### src/hdl/fifo_replacement_key_value_cache_defines.svh
// Assertion helpers for the key/value cache.
`ifndef FIFO_REPLACEMENT_KEY_VALUE_CACHE_DEFINES_SVH
`define FIFO_REPLACEMENT_KEY_VALUE_CACHE_DEFINES_SVH

// Condition checked on every clock edge outside reset.
`define FKVC_ASSERT_ALWAYS(lbl, cond, msg) \
   lbl: assert property (@(posedge clock) disable iff (reset) (cond)) else $error(msg);

// Consequent checked in the cycle after the antecedent.
`define FKVC_ASSERT_NEXT(lbl, ante, cons, msg) \
   lbl: assert property (@(posedge clock) disable iff (reset) (ante) |=> (cons)) \
      else $error(msg);

`endif

### src/hdl/fkvc_pkg.sv
`default_nettype none
package fkvc_pkg;

   localparam int SLOTS    = 16;
   localparam int SlotBits = (SLOTS > 1) ? $clog2(SLOTS) : 1;
   localparam int CntBits  = $clog2(SLOTS + 1);
   localparam int KeyW     = 32;
   localparam int ValueW   = 64;
   localparam int CountW   = 5;
   localparam logic [CountW-1:0] CountReset = CountW'(16);

   localparam logic KIND_ADD  = 1'b0;
   localparam logic KIND_FIND = 1'b1;

   localparam logic STATUS_OK     = 1'b0;
   localparam logic STATUS_REJECT = 1'b1;

   typedef enum logic [1:0] {
      ST_IDLE,
      ST_SCAN,
      ST_RESULT
   } state_type;

   typedef struct packed {
      logic                en;
      logic [SlotBits-1:0] slot;
      logic [KeyW-1:0]     key;
      logic [ValueW-1:0]   value;
   } store_wr_type;

   typedef struct packed {
      logic              valid;
      logic [KeyW-1:0]   key;
      logic [ValueW-1:0] value;
   } store_rd_type;

endpackage
`default_nettype wire

### src/hdl/fkvc_store.sv
`default_nettype none
module fkvc_store
   import fkvc_pkg::*;
(
   input  wire logic                clock,
   input  wire logic                reset,
   input  wire logic                clear,
   input  wire store_wr_type        wr,
   input  wire logic [SlotBits-1:0] rd_idx,
   output store_rd_type             rd
);

   logic [SLOTS-1:0] valid_ff;
   logic [KeyW-1:0]   key_ff   [SLOTS];
   logic [ValueW-1:0] value_ff [SLOTS];
   store_rd_type      rd_ff;

   always_ff @(posedge clock) begin
      if (reset || clear) begin
         valid_ff <= '0;
      end else if (wr.en) begin
         valid_ff[wr.slot] <= 1'b1;
      end
   end

   always_ff @(posedge clock) begin
      if (wr.en) begin
         key_ff[wr.slot]   <= wr.key;
         value_ff[wr.slot] <= wr.value;
      end
   end

   // registered read: rd_idx is the slot wanted in the next cycle
   always_ff @(posedge clock) begin
      rd_ff.valid <= valid_ff[rd_idx];
      rd_ff.key   <= key_ff[rd_idx];
      rd_ff.value <= value_ff[rd_idx];
   end

   assign rd = rd_ff;

endmodule
`default_nettype wire

### src/hdl/fkvc_ctrl.sv
`default_nettype none
module fkvc_ctrl
   import fkvc_pkg::*;
(
   input  wire logic                clock,
   input  wire logic                reset,
   input  wire logic                req_valid,
   output logic                     req_stall,
   input  wire logic                req_kind,
   input  wire logic [KeyW-1:0]     req_key,
   input  wire logic [ValueW-1:0]   req_value,
   output logic                     rsp_valid,
   input  wire logic                rsp_stall,
   output logic                     rsp_status,
   output logic                     rsp_hit,
   output logic [ValueW-1:0]        rsp_data,
   input  wire logic                csr_valid,
   output logic                     csr_ready,
   input  wire logic [CountW-1:0]   csr_data,
   output store_wr_type             wr,
   output logic                     clear,
   output logic [SlotBits-1:0]      rd_idx,
   input  wire store_rd_type        rd
);

   state_type state_ff, state_in;

   logic [CountW-1:0]  count_ff, count_in;
   logic [CntBits-1:0] write_slot_ff, write_slot_in;
   logic [CntBits-1:0] idx_ff, idx_in;
   logic [KeyW-1:0]    key_ff, key_in;
   logic               pend_status_ff, pend_status_in;
   logic               pend_hit_ff, pend_hit_in;
   logic [ValueW-1:0]  pend_data_ff, pend_data_in;
   logic               rsp_valid_ff, rsp_valid_in;
   logic               rsp_status_ff, rsp_status_in;
   logic               rsp_hit_ff, rsp_hit_in;
   logic [ValueW-1:0]  rsp_data_ff, rsp_data_in;

   logic [CntBits-1:0] n_eff;
   logic [CntBits-1:0] cur_slot;
   logic [CntBits-1:0] slot_next;
   logic [CntBits-1:0] idx_next;
   logic               req_acc;
   logic               rsp_free;
   logic               add_bad;
   logic               match;
   logic               last;

   // slots in use, clamped to 1..SLOTS
   always_comb begin
      if (count_ff == '0) begin
         n_eff = CntBits'(1);
      end else if (int'(count_ff) > SLOTS) begin
         n_eff = CntBits'(SLOTS);
      end else begin
         n_eff = CntBits'(count_ff);
      end
   end

   always_comb begin
      cur_slot  = (write_slot_ff >= n_eff) ? '0 : write_slot_ff;
      slot_next = cur_slot + CntBits'(1);
      if (slot_next >= n_eff) begin
         slot_next = '0;
      end
      idx_next = idx_ff + CntBits'(1);
      last     = (idx_next >= n_eff);
      match    = rd.valid && (rd.key == key_ff);
      add_bad  = (req_key == '0) || (req_value == '0);
      rsp_free = !rsp_valid_ff || !rsp_stall;
      req_acc  = req_valid && !req_stall;
   end

   // next state
   always_comb begin
      state_in = state_ff;
      case (state_ff)
         ST_IDLE: begin
            if (req_acc) begin
               if (req_kind == KIND_FIND && req_key != '0) begin
                  state_in = ST_SCAN;
               end else begin
                  state_in = ST_RESULT;
               end
            end
         end
         ST_SCAN: begin
            if (match || last) begin
               state_in = ST_RESULT;
            end
         end
         ST_RESULT: begin
            if (rsp_free) begin
               state_in = ST_IDLE;
            end
         end
         default: state_in = ST_IDLE;
      endcase
   end

   // outputs
   always_comb begin
      req_stall = 1'b1;
      csr_ready = 1'b0;
      case (state_ff)
         ST_IDLE: begin
            // a config write goes ahead of a request
            req_stall = csr_valid;
            csr_ready = 1'b1;
         end
         ST_SCAN, ST_RESULT: begin
            req_stall = 1'b1;
            csr_ready = 1'b0;
         end
         default: begin
            req_stall = 1'b1;
            csr_ready = 1'b0;
         end
      endcase
      clear    = csr_valid && csr_ready;
      wr.en    = req_acc && (req_kind == KIND_ADD) && !add_bad;
      wr.slot  = cur_slot[SlotBits-1:0];
      wr.key   = req_key;
      wr.value = req_value;
      rd_idx   = idx_in[SlotBits-1:0];
   end

   // datapath next values
   always_comb begin
      count_in       = count_ff;
      write_slot_in  = write_slot_ff;
      idx_in         = idx_ff;
      key_in         = key_ff;
      pend_status_in = pend_status_ff;
      pend_hit_in    = pend_hit_ff;
      pend_data_in   = pend_data_ff;
      rsp_valid_in   = rsp_valid_ff && rsp_stall;
      rsp_status_in  = rsp_status_ff;
      rsp_hit_in     = rsp_hit_ff;
      rsp_data_in    = rsp_data_ff;

      if (clear) begin
         count_in      = csr_data;
         write_slot_in = '0;
      end

      if (req_acc) begin
         key_in         = req_key;
         idx_in         = '0;
         pend_hit_in    = 1'b0;
         pend_data_in   = '0;
         pend_status_in = ((req_kind == KIND_ADD) && add_bad) ? STATUS_REJECT : STATUS_OK;
         if (wr.en) begin
            write_slot_in = slot_next;
         end
      end

      if (state_ff == ST_SCAN) begin
         idx_in = idx_next;
         if (match) begin
            pend_hit_in  = 1'b1;
            pend_data_in = rd.value;
         end
      end

      if (state_ff == ST_RESULT && rsp_free) begin
         rsp_valid_in  = 1'b1;
         rsp_status_in = pend_status_ff;
         rsp_hit_in    = pend_hit_ff;
         rsp_data_in   = pend_data_ff;
      end
   end

   always_ff @(posedge clock) begin
      if (reset) begin
         state_ff      <= ST_IDLE;
         count_ff      <= CountReset;
         write_slot_ff <= '0;
         rsp_valid_ff  <= 1'b0;
      end else begin
         state_ff      <= state_in;
         count_ff      <= count_in;
         write_slot_ff <= write_slot_in;
         rsp_valid_ff  <= rsp_valid_in;
      end
   end

   always_ff @(posedge clock) begin
      idx_ff         <= idx_in;
      key_ff         <= key_in;
      pend_status_ff <= pend_status_in;
      pend_hit_ff    <= pend_hit_in;
      pend_data_ff   <= pend_data_in;
      rsp_status_ff  <= rsp_status_in;
      rsp_hit_ff     <= rsp_hit_in;
      rsp_data_ff    <= rsp_data_in;
   end

   assign rsp_valid  = rsp_valid_ff;
   assign rsp_status = rsp_status_ff;
   assign rsp_hit    = rsp_hit_ff;
   assign rsp_data   = rsp_data_ff;

endmodule
`default_nettype wire

### src/hdl/fifo_replacement_key_value_cache.sv
// Key/value cache, up to 16 slots, ring-order replacement.
// req_ channel: kind (0 add, 1 find), key, value; one transfer per item.
// rsp_ channel: status, hit, data; exactly one transfer per request, in order.
// csr_ channel: one write sets entry_count and empties the table; ready only
//   while no request is in flight. A waiting csr write holds off req_.
// Add, rejected add and find with a zero key: accept leads straight to ST_RESULT,
//   which loads the response once the output register is free.
// Find: one shared key comparator walks slots 0..n-1, one slot per cycle, and
//   stops at the first match; n is the clamped entry_count (1..16).
// Requests: one at a time; req_stall stays high from accept until the response
//   is loaded into the output register, so no new request is taken before then.
// A stalled response holds in the output register; the pending result waits
//   for it, so nothing is dropped.
// Reset (synchronous, active high) empties the table, sets entry_count to 16
//   and drops any pending response.
`default_nettype none
`include "fifo_replacement_key_value_cache_defines.svh"
module fifo_replacement_key_value_cache
   import fkvc_pkg::*;
(
   input  wire logic              clock,
   input  wire logic              reset,
   input  wire logic              req_valid,
   output logic                   req_stall,
   input  wire logic              req_kind,
   input  wire logic [KeyW-1:0]   req_key,
   input  wire logic [ValueW-1:0] req_value,
   output logic                   rsp_valid,
   input  wire logic              rsp_stall,
   output logic                   rsp_status,
   output logic                   rsp_hit,
   output logic [ValueW-1:0]      rsp_data,
   input  wire logic              csr_valid,
   output logic                   csr_ready,
   input  wire logic [CountW-1:0] csr_data
);

   store_wr_type        wr;
   store_rd_type        rd;
   logic                clear;
   logic [SlotBits-1:0] rd_idx;

   fkvc_store u_store (
      .clock  (clock),
      .reset  (reset),
      .clear  (clear),
      .wr     (wr),
      .rd_idx (rd_idx),
      .rd     (rd)
   );

   fkvc_ctrl u_ctrl (
      .clock      (clock),
      .reset      (reset),
      .req_valid  (req_valid),
      .req_stall  (req_stall),
      .req_kind   (req_kind),
      .req_key    (req_key),
      .req_value  (req_value),
      .rsp_valid  (rsp_valid),
      .rsp_stall  (rsp_stall),
      .rsp_status (rsp_status),
      .rsp_hit    (rsp_hit),
      .rsp_data   (rsp_data),
      .csr_valid  (csr_valid),
      .csr_ready  (csr_ready),
      .csr_data   (csr_data),
      .wr         (wr),
      .clear      (clear),
      .rd_idx     (rd_idx),
      .rd         (rd)
   );

   `FKVC_ASSERT_NEXT(a_busy_after_req, req_valid && !req_stall, req_stall,
      "not busy after request")
   `FKVC_ASSERT_ALWAYS(a_reject_clean,
      !(rsp_valid && rsp_status) || (!rsp_hit && rsp_data == '0), "rejected add with payload")
   `FKVC_ASSERT_ALWAYS(a_hit_nonzero, !(rsp_valid && rsp_hit) || (rsp_data != '0),
      "hit with zero data")

endmodule
`default_nettype wire

### config.mk
export PLATFORM = sky130hd
export DESIGN_NAME = fifo_replacement_key_value_cache
export DESIGN_NICKNAME = d
export VERILOG_FILES = /design/src/hdl/fkvc_pkg.sv /design/src/hdl/fkvc_store.sv /design/src/hdl/fkvc_ctrl.sv /design/src/hdl/fifo_replacement_key_value_cache.sv
export VERILOG_INCLUDE_DIRS = /design/src /design/src/hdl
export SDC_FILE = /design/constraint.sdc
export NUM_CORES = 2
export LEC_CHECK = 0
export ABC_AREA = 0
export BUFFER_PORTS_ARGS = -buffer_cell sky130_fd_sc_hd__buf_2
export CELL_PAD_IN_SITES_DETAIL_PLACEMENT = 2
export CELL_PAD_IN_SITES_GLOBAL_PLACEMENT = 2
export CORE_MARGIN = 2
export CORE_UTILIZATION = 39
export CTS_BUF_LIST = sky130_fd_sc_hd__clkbuf_4 sky130_fd_sc_hd__clkbuf_8 sky130_fd_sc_hd__clkbuf_16
export DETAILED_ROUTE_END_ITERATION = 8
export GPL_TIMING_DRIVEN = 0
export PLACE_DENSITY_LB_ADDON = 0.1
export SETUP_SLACK_MARGIN = 0.3
export SLEW_MARGIN = 10
export SYNTH_ARGS = -nofsm -noshare
export SYNTH_HDL_FRONTEND = slang
export SYNTH_SLANG_ARGS = --single-unit
### constraint.sdc
create_clock -name clock -period 8.8 [get_ports clock]
set_input_delay 0.88 -clock clock [delete_from_list [all_inputs] [get_ports clock]]
set_output_delay 0.88 -clock clock [all_outputs]
set_load 0.02 [all_outputs]
==> impl_metrics.json <==
{
  "edff_count_synth": 1636,
  "critical_path.cell_chain": "buf_2, nor4_1, nand4_1, nor4_1, or4_1, buf_2, buf_6, nor2_1, and3_4, buf_12, buf_12, buf_12",
  "critPathArrivalTime_ps": 5630,
  "r2r_slack_ps": 4110,
  "finalSetupViolCount": 0,
  "syn-instance-count": 3138,
  "fin_crit_ps": 5080,
  "synthSimpleGateAreaFrac_pct": 2.60,
  "timing_worst_slew_pin_value_ps": 1250,
  "synth_top_flop_cell": "sky130_fd_sc_hd__edfxtp_1",
  "synth_xor_area_share_pct": 0.494,
  "worstReg2RegStart": "u_ctrl.count_ff[1]$_SDFFE_PP0P_",
  "vdd_ir_drop_max_uv": 220,
  "place_hpwl_um": 128000,
  "grt_use_total_pct": 22.5,
  "buffer_count_from_post_cts_setup_fixing": 0,
  "post-layout-total-power_mw": 23.2,
  "crit_path_max_incr_delay_ps": 1120,
  "maxSlewHeadroom_pct": 17.0,
  "fin_setup_tns_ps": 0,
  "syn_to_final_growth_pct": 19.3,
  "timing.critical_path.slowest_stage_cell": "sky130_fd_sc_hd__nor4_1",
  "core_area_um2": 172000,
  "port-buffer-count": 174,
  "gr-total-overflow": 0,
  "cts_inserted_buffers": 196,
  "max_freq_mhz": 197,
  "synth-seq-area-share_pct": 78.8,
  "final_min_period_over_clock_period_pct": 57.7,
  "worst_hold_check_path_type": "in2reg",
  "maximum_buffer_depth_of_the_clock_tree": 3,
  "clkLatencyLatePin_ps": 820,
  "cts_htree_levels": 4,
  "cts_hold_repair.buffers": 0,
  "crit_family": "simple AND/OR/NAND/NOR gates",
  "critical_path_class": "in2reg",
  "power_leakage_nw": 26.1,
  "avgViaCountPerCell": 5.43,
  "routed_wl_um": 197000,
  "p_per_area_nw_per_um2": 288,
  "number_of_warnings_reported_in_the_yosys_synthesis_log": 0,
  "syn_area_um2": 67300,
  "synth.net_count": 3264,
  "worst_reg_to_reg_path_cell_count": 13,
  "grt_antenna_before_repair": 28,
  "die_area_um2": 176000,
  "pin_count_of_the_biggest_net_entering_global_routing": 37,
  "nature_of_the_critical_path_startpoint": "input port",
  "syn-mean-instance-area_um2": 21.4,
  "hp-start": "csr_data[4]",
  "dominant_combinational_cell_family_by_area_after_synthesis": "multiplexers",
  "run_status": "complete, no violations",
  "avgRoutedWirePerCell_um": 32.2,
  "die_x_um": 419,
  "route.detailed.drc": 0,
  "design.final.nets": 3756,
  "grt_pass1_wl_um": 278000,
  "portion_of_netlist_area_occupied_by_mux_cells_pct": 12.9,
  "detail_route.first_pass.iterations": 5,
  "synth_seq_cells": 1831,
  "final_layout_size_suffix_gt1_share_pct": 29.8,
  "timing.critical_path.to_type": "flip-flop",
  "design.portCount": 176,
  "cts.reportedPaths.clkPinSlew_ps": 60,
  "fin_worst_skew_ps": 23.1,
  "cts-resized-gates": 0,
  "ys_async_sr_fraction_pct": 0,
  "cts.root.buffer_cell": "sky130_fd_sc_hd__clkbuf_16",
  "row_count": 152,
  "final.setup.worst_slack_ps": 3720,
  "timing.critical_path.buf_inv": 6,
  "worst_hold_slack_ps": 290,
  "gp_routability_congestion": 0.734,
  "first_global_vias": 37100,
  "clock_sink_count": 1831,
  "route.vias.total": 33300,
  "drt.antenna.violating_nets": 0,
  "synth-adder-area-share_pct": 0.353,
  "post_placement_worst_setup_slack_ps": 2760,
  "maxCapViolations": 0,
  "synth_compound_gate_area_share_pct": 3.35,
  "final_hold_viol_count": 0,
  "required_ps": 9350,
  "final_max_slew_viols": 0,
  "timing.rr.end": "u_store.key_ff[4][4]$_DFFE_PP_",
  "hold-path-cell-count": 2,
  "starting_density_pct": 39.2,
  "die_boundary_height_um": 419,
  "violation_count_after_the_first_detailed_route_iteration": 2847,
  "critical_path.most_common_cell": "sky130_fd_sc_hd__buf_12",
  "ys_types": 57,
  "grt_setup_unrepaired": "no",
  "sink_of_the_worst_hold_path": "u_ctrl.count_ff[4]$_SDFFE_PP1P_",
  "clock_tree_from_tritoncts": "yes",
  "critical_path_peak_fanout": 36
}
-- metrics by stage --
stage                     cell area (um^2)  util, %  cells
after CTS                            80300     46.8   6114
after global routing                 80300     46.8   6120
after global placement               71100     41.4   5622
after detailed placement             73400     42.8   5742
final                                80300     46.8   6124
after floorplan                      67300        -   3138
-- worst max path at each step --
| stage | start | endpoint | slack, ps | depth (start not counted) |
|---|---|---|---|---|
| 6_report | req_value[28] | u_store.key_ff[4][4]$_DFFE_PP_ | 3720 | 12 |
| 5_1_grt | req_value[28] | u_store.key_ff[4][4]$_DFFE_PP_ | 3700 | 12 |
| 4_1_cts | req_value[28] | u_store.key_ff[4][5]$_DFFE_PP_ | 3610 | 12 |
| 3_5_place_dp | req_value[3] | u_store.key_ff[4][5]$_DFFE_PP_ | 2760 | 12 |
| 3_3_place_gp | req_value[22] | u_store.key_ff[15][4]$_DFFE_PP_ | -4330 | 8 |
| 2_1_floorplan | csr_valid | u_store.key_ff[15][0]$_DFFE_PP_ | 2240 | 6 |
-- state kept, by name, summed over array words and instances, names as in the netlist, 2 cells and up --
signal and count:
u_store.value_ff 1024, u_store.key_ff 512, u_store.rd 97, u_ctrl.pend_data_ff 64, u_ctrl.rsp_data 64, u_ctrl.key_ff 32, u_store.valid_ff 16, u_ctrl.count_ff 5
u_ctrl.idx_ff 5, u_ctrl.write_slot_ff 5, u_ctrl.state_ff 2
-- per-layer routing --
metal	vias up	global-route usage [%]	routed length, um	share of wire [%]
met3	275	3.50	8620	4.4
met5	-	0	81	0.041
li1	14000	-	-	-
met2	848	40.4	104000	53
met4	12	6.63	5050	2.6
met1	18100	28.2	79000	40
-- worst reg2reg max path: stages (launching register included) --
cell	delay [ps]
sky130_fd_sc_hd__dfxtp_1	330
sky130_fd_sc_hd__nor3_1	190
sky130_fd_sc_hd__nor2_1	70
sky130_fd_sc_hd__nor2_1	290
sky130_fd_sc_hd__ha_1	300
sky130_fd_sc_hd__nand2b_1	140
sky130_fd_sc_hd__a31oi_1	250
sky130_fd_sc_hd__o21ai_1	310
sky130_fd_sc_hd__clkbuf_1	500
sky130_fd_sc_hd__nor2_1	350
sky130_fd_sc_hd__and3_4	780
sky130_fd_sc_hd__buf_12	320
sky130_fd_sc_hd__buf_12	260
sky130_fd_sc_hd__buf_12	250
-- cell type report --
type                    instances  area, um^2
fillers                     15200       91300
flip-flops and latches       1831       53000
multi-input cells            1136       13300
clock buffers                 279        5790
repair buffers                294        3150
well taps                    2310        2890
clock inverters                93        1050
plain buffers                 157         956
inverters                      14        57.6
diodes                         10        25.0
-- cell usage after synthesis (3+ instances only) --
| cell | count | area share [%] |
|---|---|---|
| sky130_fd_sc_hd__nand2_1 | 249 | 1.4 |
| sky130_fd_sc_hd__nor4_1 | 34 | 0.32 |
| sky130_fd_sc_hd__a21boi_0 | 5 | 0.056 |
| sky130_fd_sc_hd__a21oi_1 | 13 | 0.097 |
| sky130_fd_sc_hd__xor2_1 | 34 | 0.44 |
| sky130_fd_sc_hd__o21ai_0 | 69 | 0.51 |
| sky130_fd_sc_hd__a22o_1 | 8 | 0.10 |
| sky130_fd_sc_hd__inv_1 | 10 | 0.056 |
| sky130_fd_sc_hd__buf_1 | 29 | 0.16 |
| sky130_fd_sc_hd__clkbuf_4 | 3 | 0.033 |
| sky130_fd_sc_hd__buf_6 | 42 | 0.70 |
| sky130_fd_sc_hd__dfxtp_1 | 195 | 5.8 |
| sky130_fd_sc_hd__nand3_1 | 13 | 0.097 |
| sky130_fd_sc_hd__nand4_1 | 7 | 0.065 |
| sky130_fd_sc_hd__nor2_1 | 19 | 0.11 |
| sky130_fd_sc_hd__a22oi_1 | 192 | 2.1 |
| sky130_fd_sc_hd__o21ai_1 | 4 | 0.030 |
| sky130_fd_sc_hd__buf_2 | 23 | 0.17 |
| sky130_fd_sc_hd__clkbuf_1 | 58 | 0.32 |
| sky130_fd_sc_hd__and3_1 | 4 | 0.037 |
| sky130_fd_sc_hd__nor3_1 | 3 | 0.022 |
| sky130_fd_sc_hd__and2_1 | 11 | 0.10 |
| sky130_fd_sc_hd__a2111oi_0 | 5 | 0.065 |
| sky130_fd_sc_hd__nand2b_1 | 5 | 0.046 |
| sky130_fd_sc_hd__edfxtp_1 | 1636 | 73 |
| sky130_fd_sc_hd__o21a_1 | 13 | 0.14 |
| sky130_fd_sc_hd__nor3_4 | 7 | 0.17 |
| sky130_fd_sc_hd__mux4_2 | 384 | 13 |
| sky130_fd_sc_hd__ha_1 | 19 | 0.35 |
| sky130_fd_sc_hd__xnor2_1 | 4 | 0.052 |
| sky130_fd_sc_hd__mux2i_1 | 4 | 0.059 |
-- layout by cell type, fill, tap and decap left out, types with 12 or more instances in the layout --
cell type	n
sky130_fd_sc_hd__o21ai_0	69
sky130_fd_sc_hd__clkbuf_8	25
sky130_fd_sc_hd__buf_1	29
sky130_fd_sc_hd__ha_1	19
sky130_fd_sc_hd__buf_8	70
sky130_fd_sc_hd__clkbuf_4	55
sky130_fd_sc_hd__buf_16	35
sky130_fd_sc_hd__buf_6	42
sky130_fd_sc_hd__clkbuf_1	55
sky130_fd_sc_hd__o21a_1	13
sky130_fd_sc_hd__nand3_1	13
sky130_fd_sc_hd__clkinv_1	25
sky130_fd_sc_hd__nand2_1	249
sky130_fd_sc_hd__a21oi_1	12
sky130_fd_sc_hd__clkbuf_16	202
sky130_fd_sc_hd__nor2_1	18
sky130_fd_sc_hd__a22oi_1	192
sky130_fd_sc_hd__buf_2	197
sky130_fd_sc_hd__dfxtp_1	195
sky130_fd_sc_hd__edfxtp_1	1636
sky130_fd_sc_hd__buf_12	12
sky130_fd_sc_hd__mux4_2	384
sky130_fd_sc_hd__xor2_1	34
sky130_fd_sc_hd__clkinv_2	32
sky130_fd_sc_hd__nor4_1	32
sky130_fd_sc_hd__bufinv_16	21
-- kinds of logic after synthesis --
group	Yosys count
AOI/OAI and AO/OA	322
xor gates and xnor gates	38
adders and majority gates	19
buffers and inverters	171
DFF	1831
muxes	388
and+or+nand+nor	369
-- where the power goes --
| group | internal (mW) | switching, mW |
|---|---|---|
| Combinational | 1.98 | 2.61 |
| Clock | 5.20 | 3.45 |
| Sequential | 9.79 | 0.125 |
(Power assumes the default switching activity.)
